`config.mk`:
```
export PLATFORM = sky130hd
export DESIGN_NAME = cht_hash
export DESIGN_NICKNAME = d
export VERILOG_FILES = /design/src/sv/assert_macros.svh /design/src/sv/cht_pkg.sv /design/src/sv/cht_hash.sv
export SDC_FILE = /design/constraint.sdc
export NUM_CORES = 1
export LEC_CHECK = 0
export BUFFER_PORTS_ARGS = -buffer_cell sky130_fd_sc_hd__buf_2
export CAP_MARGIN = 20
export CORE_MARGIN = 2
export CORE_UTILIZATION = 43
export CTS_CLUSTER_DIAMETER = 40
export DETAILED_ROUTE_END_ITERATION = 8
export GPL_TIMING_DRIVEN = 0
export PLACE_DENSITY = 0.86
export SYNTH_ARGS = -nofsm -noshare
export SYNTH_HDL_FRONTEND = slang
export SYNTH_SLANG_ARGS = --single-unit
```
`constraint.sdc`:
```
create_clock -name clk -period 1.3 [get_ports clk]
set_input_delay 0.26 -clock clk [delete_from_list [all_inputs] [get_ports clk]]
set_output_delay 0.26 -clock clk [all_outputs]
set_load 0.02 [all_outputs]
```
`src/sv/assert_macros.svh`:
```
// Assertion macros used by the top level of the chained hash table store.
`ifndef ASSERT_MACROS_SVH
`define ASSERT_MACROS_SVH

`ifndef SYNTH

// Checks that a property holds at every rising clock edge outside reset.
`define ASSERT_PROP(lbl, clk, rst_n, prop, msg) \
    lbl: assert property (@(posedge clk) disable iff (!rst_n) (prop)) else $error(msg);

// Checks that a condition is never true at a rising clock edge outside reset.
`define ASSERT_NEVER(lbl, clk, rst_n, cond, msg) \
    lbl: assert property (@(posedge clk) disable iff (!rst_n) !(cond)) else $error(msg);

`else

`define ASSERT_PROP(lbl, clk, rst_n, prop, msg)
`define ASSERT_NEVER(lbl, clk, rst_n, cond, msg)

`endif

`endif

```
`src/sv/cht_pkg.sv`:
```
// Types, widths and codes shared by the chained hash table store.
package cht_pkg;

    // Field widths of one word on each side.
    localparam int KEY_W    = 40;
    localparam int NAME_W   = 64;
    localparam int FUNC_W   = 2;
    localparam int STATUS_W = 2;

    // Packed stream widths, padded to whole bytes.
    localparam int S_TDATA_W = 112;
    localparam int M_TDATA_W = 72;

    // Default table geometry.
    localparam int BUCKETS_DEF = 16;
    localparam int WAYS_DEF    = 8;

    // Key bits folded into the bucket remainder per cycle.
    localparam int HASH_DIG   = 8;
    localparam int HASH_STEPS = KEY_W / HASH_DIG;

    // Operation codes.
    typedef enum logic [FUNC_W-1:0] {
        FUNC_INSERT = 2'd0,
        FUNC_DELETE = 2'd1,
        FUNC_SEARCH = 2'd2
    } func_t;

    // Result status codes.
    typedef enum logic [STATUS_W-1:0] {
        STAT_OK   = 2'd0,
        STAT_MISS = 2'd1,
        STAT_FULL = 2'd2
    } status_t;

    // One chain entry as stored in the entry memory.
    typedef struct packed {
        logic [NAME_W-1:0] name;
        logic [KEY_W-1:0]  key;
    } entry_t;

    localparam int ENTRY_W = $bits(entry_t);

endpackage

```
`src/sv/cht_hash.sv`:
```
// Bucket index unit: key modulo BUCKETS, eight key bits per cycle, MSB first.
module cht_hash #(
    parameter int BUCKETS = cht_pkg::BUCKETS_DEF,
    parameter int BW      = $clog2(BUCKETS)
) (
    input  logic                   clk,
    input  logic                   rst_n,
    input  logic                   start,
    input  logic [cht_pkg::KEY_W-1:0] key,
    output logic                   done,
    output logic [BW-1:0]          bucket
);
    import cht_pkg::*;

    localparam int HCNT_W = (HASH_STEPS > 1) ? $clog2(HASH_STEPS) : 1;
    localparam int DIG_VALS = 2 ** HASH_DIG;
    localparam logic [BW:0] BUCKETS_X = (BW + 1)'(BUCKETS);

    logic [KEY_W-1:0]  hkey_reg, hkey_next;
    logic [BW-1:0]     rem_reg, rem_next;
    logic [HCNT_W-1:0] cnt_reg, cnt_next;
    logic              busy_reg, busy_next;
    logic              done_reg, done_next;
    logic [BW-1:0]     fold;

    // Constant remainder tables: each remainder shifted up by one digit, and
    // each digit value, both reduced modulo BUCKETS.
    logic [BUCKETS*BW-1:0]  shift_tab;
    logic [DIG_VALS*BW-1:0] digit_tab;

    genvar g;

    for (g = 0; g < BUCKETS; g++)
    begin : g_shift_tab
        assign shift_tab[g*BW +: BW] = BW'((g * DIG_VALS) % BUCKETS);
    end

    for (g = 0; g < DIG_VALS; g++)
    begin : g_digit_tab
        assign digit_tab[g*BW +: BW] = BW'(g % BUCKETS);
    end

    // Fold the top digit of the key into the remainder: both table terms are
    // below BUCKETS, so one compare and subtract brings the sum back in range.
    always_comb
    begin
        logic [BW:0] t;
        t = {1'b0, shift_tab[int'(rem_reg) * BW +: BW]}
          + {1'b0, digit_tab[int'(hkey_reg[KEY_W-1 -: HASH_DIG]) * BW +: BW]};
        if (t >= BUCKETS_X)
        begin
            t = t - BUCKETS_X;
        end
        fold = t[BW-1:0];
    end

    // Step control.
    always_comb
    begin
        hkey_next = hkey_reg;
        rem_next  = rem_reg;
        cnt_next  = cnt_reg;
        busy_next = busy_reg;
        done_next = 1'b0;
        if (start)
        begin
            hkey_next = key;
            rem_next  = '0;
            cnt_next  = '0;
            busy_next = 1'b1;
        end
        else if (busy_reg)
        begin
            hkey_next = hkey_reg << HASH_DIG;
            rem_next  = fold;
            cnt_next  = cnt_reg + HCNT_W'(1);
            if (cnt_reg == HCNT_W'(HASH_STEPS - 1))
            begin
                busy_next = 1'b0;
                done_next = 1'b1;
            end
        end
    end

    always_ff @(posedge clk or negedge rst_n)
    begin
        if (!rst_n)
        begin
            busy_reg <= 1'b0;
            done_reg <= 1'b0;
            cnt_reg  <= '0;
        end
        else
        begin
            busy_reg <= busy_next;
            done_reg <= done_next;
            cnt_reg  <= cnt_next;
        end
    end

    always_ff @(posedge clk)
    begin
        hkey_reg <= hkey_next;
        rem_reg  <= rem_next;
    end

    assign done   = done_reg;
    assign bucket = rem_reg;

endmodule
```
==> results by group <==
Route
  • ANT nets after route: 0
  • DRT Pass-1 Iters: 4
  • Iteration-0 DRC count of the detailed router: 23
  • Final WL: 1872 um
  • DR vias: 698
  • DRC: 0
  • Routed vias/inst: 4.915
  • Wirelength per Cell: 13.18 um

Yosys
  • Synth cell count leaders: 20 x edfxtp_1, 16 x mux2_4, 6 x nor2_1
  • Ys flop type: edfxtp_1
  • Cell with the most instances after synthesis: edfxtp_1
  • Largest cells by area after synthesis: edfxtp_1 47%, mux2_4 19%, dfrtp_1 9.9%, dfxtp_1 6.3%, mux2i_1 3.9%
  • Gate Count Post-Synth: 76
  • YS warnings: 0
  • Synth Net Count: 121
  • Netlist cell types: 20
  • #FFs+latches synth: 29
  • Post-synth EDFFs: 20
  • Synth Cell Area: 0.001267 sq mm
  • Asr flop ratio synth: 17.24%
  • Share of the synthesized area in the top cell type: 47.38%
  • Seq/Total Area, Yosys: 63.57%
  • Synth area leader: edfxtp_1
  • Avg Inst Size Synth: 16.68 sq um

Floorplanning
  • Number of I/O pins: 48
  • Initial Util: 45.57%
  • Row count: 19
  • Die ar.: 0.003398 sq mm
  • Die X: 58.29 um
  • Std-Cell Core Area: 0.002781 sq mm
  • Chip height: 58.29 um

Place
  • Placed Cells: 133
  • Gpl congestion: 0.6948
  • Post-DP HPWL: 1391 um
  • Buffers on Ports: 26

Pwr
  • Max rail drop VDD: 0.0007438 V
  • PD cells: 1262 mW/mm^2
  • Static leakage: 0.0007160 uW

Clock tree
  • Post-CTS Setup Bufs: 0
  • CTS Buffer Depth: 2
  • CTS clk-pin slew, worst paths: 0.09 ns
  • CTS tree: yes
  • Clock sinks: 29
  • Cts bufs inserted: 5
  • Clk Latency, worst-skew pair: 0.31 ns
  • H-tree Lvls: 2
  • Root Driver: clkbuf_4

Worst setup path
  • WS Path Type: reg -> reg
  • Worst path slowest cell: dfrtp_1
  • Crit path max fanout: 20
  • CP arrival: 1.25 ns
  • Worst setup EP type: flip-flop
  • Worst path required time: 1.34 ns
  • Crit path largest cell delay: 0.38 ns
  • Crit path launch type: flip-flop
  • CP Cell Sequence: buf_4 -> or2_4

Final layout
  • Fin cells: 142
  • Nets@finish: 155
  • Max reg flops: 20
  • N_diodes: 0
  • Layout area overhead: 18.26%
  • Fin util: 53.89%
  • Layout cells sized above 1: 48.65%

GRT
  • Largest net degree at the start of global routing: 21
  • First-pass GRT wire length: 2960 um
  • Initial antenna violation count: 0
  • Remaining global-route overflow: 0
  • GRT Util Overall: 12.14%
  • Vias in the first global route: 715

STA
  • Final Max Tran Viols: 0
  • Final setup vio count: 0
  • Slew HR: 81.68%
  • Tightest Pin Transition: 0.2749 ns
  • Tmin final: 1.212 ns
  • Final setup TNS: 0 ns
  • Final Hold Fails: 0
  • Fmax: 825.2 MHz
  • Clock Skews: 0.01035 ns
  • Ratio of final minimum period to clock period: 93.22%
  • Unrepaired setup endpoints after global routing: false

Flow run
  • Maxcap violations: 0

Worst hold path
  • Min-Delay Path Class: in -> reg

Run status
  • Status: finished, final reports clean
[cell type report]
cell class	instances	area, sq um
Buffer	4	35.03
Clock buffer	7	45.04
Clock inverter	1	5.005
Fill cell	237	1282
Inverter	2	7.507
Multi-Input combinational cell	41	421.7
Sequential cell	29	805.8
Tap cell	31	38.79
Timing Repair Buffer	27	140.1
[routing by layer]
| metal | part of all wire (%) | global-route usage (%) | vias up |
|---|---|---|---|
| li1 | - | - | 339 |
| met1 | 42 | 12.59 | 334 |
| met4 | 0 | 4.983 | 0 |
| met2 | 51 | 21.19 | 25 |
| met3 | 7.1 | 5.495 | 0 |
| met5 | 0 | 0 | - |
[worst max-delay path: cells and delay by family (launching register included)]
kind          cells  cell delay [ns]
simple gates      1             0.37
flops             1             0.38
buf+inv           1             0.18
[cells by family after synthesis]
logic type / after synthesis / synth area share [%]
AOI/OAI and AO/OA: 3 / 1.777
xor gates and xnor gates: 1 / 0.6911
adders and majority gates: 2 / 1.974
buffers and inverters: 6 / 3.356
DFF: 29 / 63.57
muxes: 21 / 22.90
and+or+nand+nor: 14 / 5.726
[layout by cell type, fill, tap and decap left out, drive strengths merged]
master and count:
a21bo 1, a21o 1, a21oi 1, and2 4, buf 30, clkbuf 7
clkinv 1, dfrtp 5, dfxtp 4, dlygate4sd3 1, edfxtp 20, ha 2
inv 2, mux2 16, mux2i 5, nand2 1, nand3b 1, nor2 6
nor3b 1, or2 1, xnor2 1
[report_power, final]
group	switching, uW	internal, uW	total (uW)	leakage, uW
registers	35.9	1100	1130	0.000314
logic	106	155	261	0.000372
clock network	288	210	498	0.0000293
[metrics by stage]
step	setup WS [ns]	hold WS, ns	area (sq um)	power (uW)
after floorplan	0.02641	-0.03559	1267	1332
after global placement	-0.04533	0.07214	1436	1396
after detailed placement	-0.07665	0.07562	1436	1416
after CTS	0.07886	0.2133	1499	1917
after global routing	0.04239	0.2216	1499	1970
final	0.08819	0.2301	1499	1891
[repair_timing]
item | 4_1_cts | 5_1_grt
hold buffers | 1 | 0
hold endpoints to repair | 5 | 0
endpoints found under the setup margin | 20 | 0
resized for setup | 1 | 0
[path summary, 6_finish.rpt]
path,startpoint,endpoint,slack (ns),depth (start not counted)
worst min-delay path,key[1],hkey_reg[1],0.23,2
min in group asynchronous,rst_n,busy_reg,0.28,2
max in group asynchronous,rst_n,cnt_reg[1],0.90,2
worst max-delay path,busy_reg,hkey_reg[8],0.09,2
worst max register to register,busy_reg,hkey_reg[8],0.09,2
worst min register to register,hkey_reg[33],bucket[1],0.50,2
Power figures use the tool's default switching activity.
