==> src/sv/assert_macros.svh <==
// Assertion macros used by the top level of the chained hash table store.
`ifndef ASSERT_MACROS_SVH
`define ASSERT_MACROS_SVH

`ifndef SYNTH

// Checks that a property holds at every rising clock edge outside reset.
`define ASSERT_PROP(lbl, clk, rst_n, prop, msg) \
    lbl: assert property (@(posedge clk) disable iff (!rst_n) (prop)) else $error(msg);

// Checks that a condition is never true at a rising clock edge outside reset.
`define ASSERT_NEVER(lbl, clk, rst_n, cond, msg) \
    lbl: assert property (@(posedge clk) disable iff (!rst_n) !(cond)) else $error(msg);

`else

`define ASSERT_PROP(lbl, clk, rst_n, prop, msg)
`define ASSERT_NEVER(lbl, clk, rst_n, cond, msg)

`endif

`endif

==> src/sv/cht_ram.sv <==
// Generic single-write, single-read RAM with a registered read port.
module cht_ram #(
    parameter int WIDTH = 8,
    parameter int DEPTH = 16,
    parameter int AW    = (DEPTH > 1) ? $clog2(DEPTH) : 1
) (
    input  logic             clk,
    input  logic             we,
    input  logic [AW-1:0]    waddr,
    input  logic [WIDTH-1:0] wdata,
    input  logic [AW-1:0]    raddr,
    output logic [WIDTH-1:0] rdata
);

    logic [WIDTH-1:0] mem [DEPTH];
    logic [WIDTH-1:0] rdata_reg;

    // Write port.
    always_ff @(posedge clk)
    begin
        if (we)
        begin
            mem[waddr] <= wdata;
        end
    end

    // Registered read port.
    always_ff @(posedge clk)
    begin
        rdata_reg <= mem[raddr];
    end

    assign rdata = rdata_reg;

endmodule

==> config.mk <==
export PLATFORM = sky130hd
export DESIGN_NAME = cht_ram
export DESIGN_NICKNAME = d
export VERILOG_FILES = /design/src/sv/assert_macros.svh /design/src/sv/cht_ram.sv
export SDC_FILE = /design/constraint.sdc
export NUM_CORES = 1
export LEC_CHECK = 0
export ABC_AREA = 1
export BUFFER_PORTS_ARGS = -buffer_cell sky130_fd_sc_hd__buf_2
export CORE_ASPECT_RATIO = 2
export CORE_MARGIN = 3
export CORE_UTILIZATION = 58
export CTS_CLUSTER_DIAMETER = 100
export DETAILED_ROUTE_END_ITERATION = 8
export GPL_ROUTABILITY_DRIVEN = 0
export PLACE_DENSITY_LB_ADDON = 0.3
export RECOVER_POWER = 100
export SLEW_MARGIN = 5
export SYNTH_ARGS = -nofsm -noshare
export SYNTH_HDL_FRONTEND = slang
export SYNTH_SLANG_ARGS = --single-unit
==> constraint.sdc <==
create_clock -name clk -period 1.1 [get_ports clk]
set_input_delay 0 -clock clk [delete_from_list [all_inputs] [get_ports clk]]
set_output_delay 0 -clock clk [all_outputs]
set_load 0.01 [all_outputs]
==> impl_metrics.json, run 1 <==
{
  "outcome": "complete, no violations",
  "rows": 50,
  "fin_crit_sh_pct": 93.0,
  "cp.required_ps": 1410,
  "routed-via-count": 3981,
  "clk_pin_slew_ps": 60,
  "boundaryPins": 26,
  "core_um2": 9510,
  "netlist_instances": 551,
  "drtAntennaViolNets": 0,
  "cts_tree": "built",
  "place_inst": 711,
  "drc": 0,
  "cp-end-kind": "flip-flop",
  "dieArea_um2": 11200,
  "port_buffers": 25,
  "antenna_cells": 0,
  "fp.dieH_um": 147,
  "h-tree-depth": 4,
  "whs_path_depth": 5,
  "start_util_pct": 60.6,
  "synthFlopType": "edfxtp_1",
  "fillers": 731,
  "relSlewSlack_pct": 38.7,
  "grt_max_degree": 44,
  "synth_area_leaders": "edfxtp_1 67%, nand2_1 11%, nand3_1 8.4%, inv_1 6.5%, dfxtp_1 2.8%",
  "tightest_slew_ps": 920,
  "synth-edff-count": 128,
  "worstHoldStart": "raddr[2]",
  "fin_tns_setup_ps": 0,
  "routedWlPerCell_um": 17.8,
  "grt_overflow": 0,
  "synth_top_area_cell": "edfxtp_1",
  "syn_area_per_cell_um2": 10.5,
  "critPathKind": "reg -> reg",
  "largest_reg_flops": 128,
  "antenna_found_initial": 0,
  "min_period_ps": 1020,
  "synthArstFlopShare_pct": 0,
  "holdPathEnd": "rdata[1]",
  "critPathArrivalTime_ps": 1330,
  "synth.cell_area_um2": 5770,
  "fin_util_pct": 69.9,
  "timing.final.max_slew_violations": 0,
  "powerDensity_nw_per_um2": 1820,
  "synth.most_common_cell": "nand2_1",
  "grt_pass1_wl_um": 20800,
  "critPathLaunch": "mem[13][7]",
  "irDropWorstVdd_v": 0.00139,
  "power_uw": 12100,
  "insertion_delay_ps": 420,
  "dp.final_hpwl_um": 8720,
  "hold_viol_final": 0,
  "cts_root_buffer": "clkbuf_16",
  "clock_path_buffers": 2,
  "finClkSkew_ps": 8.22,
  "cts_setup_buffers": 0,
  "synth_top_area_share_pct": 66.7,
  "synthTopCellsByCount": "173 x nand2_1, 128 x edfxtp_1, 100 x inv_1",
  "hold_path.class": "in -> reg",
  "maxCapViolCount": 0,
  "drt_iter0_drc": 528,
  "reg2reg_setup_slack_ps": 80,
  "synth_fp_nets": 569,
  "holdWs_ps": 132,
  "reg2reg_to": "rdata[7]",
  "clkSinkCount": 136,
  "totalWireLength_um": 13300,
  "die_w_um": 76.5,
  "layout.nets": 619,
  "rsz0062_at_grt": "no",
  "crit_fanout": 1,
  "reg2reg_depth": 6,
  "track_usage_pct": 25.4,
  "ys_ff_latch": 136,
  "setup_viol": 0,
  "area_growth_pct": 15.3,
  "ys_seq_area_share_pct": 69.4,
  "first_pass_iters": 7,
  "grt_pass1_vias": 3998,
  "ys_types": 12,
  "vias_per_cell": 5.35,
  "cp-start-kind": "flip-flop",
  "fmax_mhz": 977,
  "cts_inserted_buffers": 17,
  "p_leak_uw": 0.00285,
  "reg2reg_from": "mem[13][7]",
  "ys_warn_count": 0,
  "drive_above_1_share_pct": 7.98,
  "stdcell_count": 744
}
cell type report:
type / instances / area, um2 / area share, %
flip-flops and latches: 136 / 4000 / 60.2
multi-input cells: 289 / 1220 / 18.4
clock buffers: 24 / 462 / 6.94
inverters: 102 / 383 / 5.76
repair buffers: 55 / 294 / 4.42
well taps: 130 / 163 / 2.45
clock inverters: 8 / 123 / 1.84
through the flow:
step | area (um2) | setup WS (ps)
after floorplan | 5770 | 149
after global placement | 6130 | 41.1
after detailed placement | 6130 | 7.66
after CTS | 6730 | 87.9
after global routing | 6650 | 6.44
final | 6650 | 76.5
how the worst max path moves through the flow:
stage,to,slack (ps),cells past startpoint
global route,rdata[7],6,6
finish,rdata[7],80,6
CTS,rdata[7],90,6
detailed placement,rdata[6],8,7
floorplan,mem[10][0],150,2
global placement,rdata[7],40,7
per-layer routing:
layer  up-vias  GRT usage (%)  wire [um]
met3        40           4.42        965
met2       191           45.9       7290
li1       1875              -          -
met5         -              0          0
met1      1875           27.3       4490
met4         0           15.2        515
power by group:
group,leakage [uW],switching [uW],internal (uW)
Sequential,0.00122,35.5,5800
Combinational,0.00134,522,211
Clock,0.000286,1940,3610
Total,0.00285,2500,9620
critical path: stages, from the launching register on:
cell and delay, ps:
edfxtp_1 370, inv_1 70, nand2_1 50, nand3_1 100
nand3_1 150, nand3_2 120, nand2_1 60
layout by cell type, fill, tap and decap left out:
cell type | Yosys | layout
dfxtp_1 | 8 | 8
clkinv_2 | 0 | 3
nor2_1 | 17 | 17
nand2_1 | 173 | 173
nand3b_1 | 2 | 2
bufinv_16 | 0 | 3
edfxtp_1 | 128 | 128
buf_2 | 13 | 6
buf_4 | 4 | 11
clkbuf_8 | 0 | 1
nand3_2 | 0 | 2
buf_12 | 0 | 2
nand3_1 | 97 | 95
dlygate4sd3_1 | 0 | 1
inv_1 | 100 | 100
clkbuf_16 | 0 | 17
clkinv_4 | 0 | 2
inv_2 | 2 | 2
clkbuf_1 | 0 | 41
logic make-up (layout without fill, tap and decap cells):
logic type | count (synthesis) | after routing | synth area share [%]
simple gates | 289 | 289 | 21.0
flops | 136 | 136 | 69.4
buf+inv | 126 | 189 | 9.52
repair_timing:
action / in CTS / in global routing
gates resized for setup: 0 / 2
hold buffers: 1 / 0
endpoints found under the setup margin: 0 / 2
hold endpoints to repair: 8 / 0
(Power assumes the default switching activity.)
==> run 2: changes to the inputs <==
--- a/config.mk
+++ b/config.mk
@@ -8,7 +8,7 @@
 export ABC_AREA = 1
 export BUFFER_PORTS_ARGS = -buffer_cell sky130_fd_sc_hd__buf_2
 export CORE_ASPECT_RATIO = 2
-export CORE_MARGIN = 3
+export CORE_MARGIN = 2
 export CORE_UTILIZATION = 58
 export CTS_CLUSTER_DIAMETER = 100
 export DETAILED_ROUTE_END_ITERATION = 8
==> constraint.sdc (replaced) <==
create_clock -name clk -period 1.2 [get_ports clk]
set_input_delay 0 -clock clk [delete_from_list [all_inputs] [get_ports clk]]
set_output_delay 0 -clock clk [all_outputs]
set_load 0.01 [all_outputs]
==> impl_metrics.json, run 2 (synthesis results as in run 1) <==
{
  "outcome": "complete, no violations",
  "stdcell_count": 745,
  "maxCapViolCount": 0,
  "path_delay_family": "simple AND/OR/NAND/NOR gates",
  "grt_pass1_vias": 3909,
  "drtAntennaViolNets": 0,
  "antenna_found_initial": 0,
  "antenna_cells": 0,
  "fp.dieH_um": 145,
  "relSlewSlack_pct": 32.6,
  "cp-start-kind": "flip-flop",
  "final_common_cell": "nand2_1",
  "endpoint": "rdata[1]",
  "timing.final.max_slew_violations": 0,
  "grt_max_degree": 60,
  "rsz0062_at_grt": "no",
  "fmax_mhz": 950,
  "routed-via-count": 3839,
  "clk_pin_slew_ps": 60,
  "fin_tns_setup_ps": 0,
  "area_growth_pct": 14.6,
  "dieArea_um2": 10800,
  "cp.required_ps": 1510,
  "critPathLaunch": "mem[11][1]",
  "drc": 0,
  "min_period_ps": 1050,
  "dp.final_hpwl_um": 8220,
  "insertion_delay_ps": 410,
  "cts_root_buffer": "clkbuf_16",
  "setup_slack_ps": 148,
  "crit_fanout": 1,
  "grt_pass1_wl_um": 19800,
  "fin_crit_sh_pct": 87.7,
  "cts_tree": "built",
  "totalWireLength_um": 12600,
  "preCtsSetupSlack_ps": 73.2,
  "reg2reg_depth": 6,
  "powerDensity_nw_per_um2": 1610,
  "critPathKind": "reg -> reg",
  "reg2reg_setup_slack_ps": 150,
  "crit_chain": "inv_1, nand2_1, nand3_1, nand3_1, nand3_1, nand2_1",
  "critPathArrivalTime_ps": 1360,
  "boundaryPins": 26,
  "clkSinkCount": 136,
  "grt_overflow": 0,
  "hold_path.class": "in -> reg",
  "die_w_um": 74.5,
  "cp-end-kind": "flip-flop",
  "cp_num_buf_inv": 1,
  "clock_path_buffers": 2,
  "cts_inserted_buffers": 17,
  "first_pass_iters": 5,
  "cp_num_cells": 6,
  "rows": 51,
  "start_util_pct": 59.5,
  "largest_reg_flops": 128,
  "tightest_slew_ps": 1010,
  "slowest_delay_ps": 370,
  "crit_path_top_delay_cell": "edfxtp_1",
  "cpMostUsedCell": "nand3_1",
  "h-tree-depth": 4,
  "core_um2": 9700,
  "vias_per_cell": 5.15,
  "port_buffers": 25,
  "drive_above_1_share_pct": 7.34,
  "reg2reg_from": "mem[11][1]",
  "track_usage_pct": 25.8,
  "hold_viol_final": 0,
  "setup_viol": 0,
  "finClkSkew_ps": 6.93,
  "routedWlPerCell_um": 16.8,
  "final_cell_mix": "173 x nand2_1, 128 x edfxtp_1, 100 x inv_1",
  "p_leak_uw": 0.00282,
  "irDropWorstVdd_v": 0.00122,
  "layout.nets": 618,
  "drt_iter0_drc": 386,
  "reg2reg_to": "rdata[1]",
  "place_inst": 711,
  "cts_setup_buffers": 0
}
-- run 2: worst min path at each step --
stage / startpoint / end / slack [ps] / cells after the start
5_1_grt: raddr[2] / rdata[2] / 140 / 5
3_5_place_dp: raddr[3] / rdata[5] / 360 / 3
3_3_place_gp: raddr[3] / rdata[5] / 360 / 3
4_1_cts: wdata[7] / mem[13][7] / 10 / 1
2_1_floorplan: wdata[0] / mem[0][0] / 100 / 0
6_report: raddr[2] / rdata[5] / 130 / 5
-- run 2: through the flow --
stage | power (uW) | hold WS [ps] | utilization, % | cell area (um2)
after global routing | 10900 | 141 | 68.1 | 6610
after detailed placement | 6120 | 356 | 63.3 | 6140
after global placement | 6100 | 356 | 63.3 | 6140
final | 10600 | 126 | 68.1 | 6610
after floorplan | 5820 | 98.9 | - | 5770
after CTS | 10700 | 10.7 | 69.0 | 6690
-- run 2: final cells by class --
cell class	count	area, um2
Clock buffer	25	487
Clock inverter	7	43.8
Fill cell	795	3090
Inverter	102	383
Multi-Input combinational cell	289	1210
Sequential cell	136	4000
Tap cell	132	165
Timing Repair Buffer	54	312
-- run 2: where the power goes --
part	internal, uW	total [uW]	switching (uW)
Combinational	197	664	467
Sequential	5320	5350	30.0
Clock	2810	4600	1800
Total	8320	10600	2290
-- run 2: timing repair --
| item | in CTS | in global routing |
|---|---|---|
| endpoints found under the setup margin | 0 | 0 |
| hold endpoints to repair | 10 | 0 |
| hold buffers | 2 | 0 |
| resized for setup | 0 | 0 |
-- run 2: worst reg2reg max path: stages (launching register included) --
cell,delay (ps)
edfxtp_1,370
inv_1,70
nand2_1,50
nand3_1,120
nand3_1,140
nand3_1,140
nand2_1,60
-- run 2: metal layers --
metal	up-vias	GRT usage (%)	share of wire, %
met4	0	16.5	6.7
met3	51	6.39	6.1
li1	1872	-	-
met2	158	42.7	53
met1	1758	28.3	35
met5	-	0	0
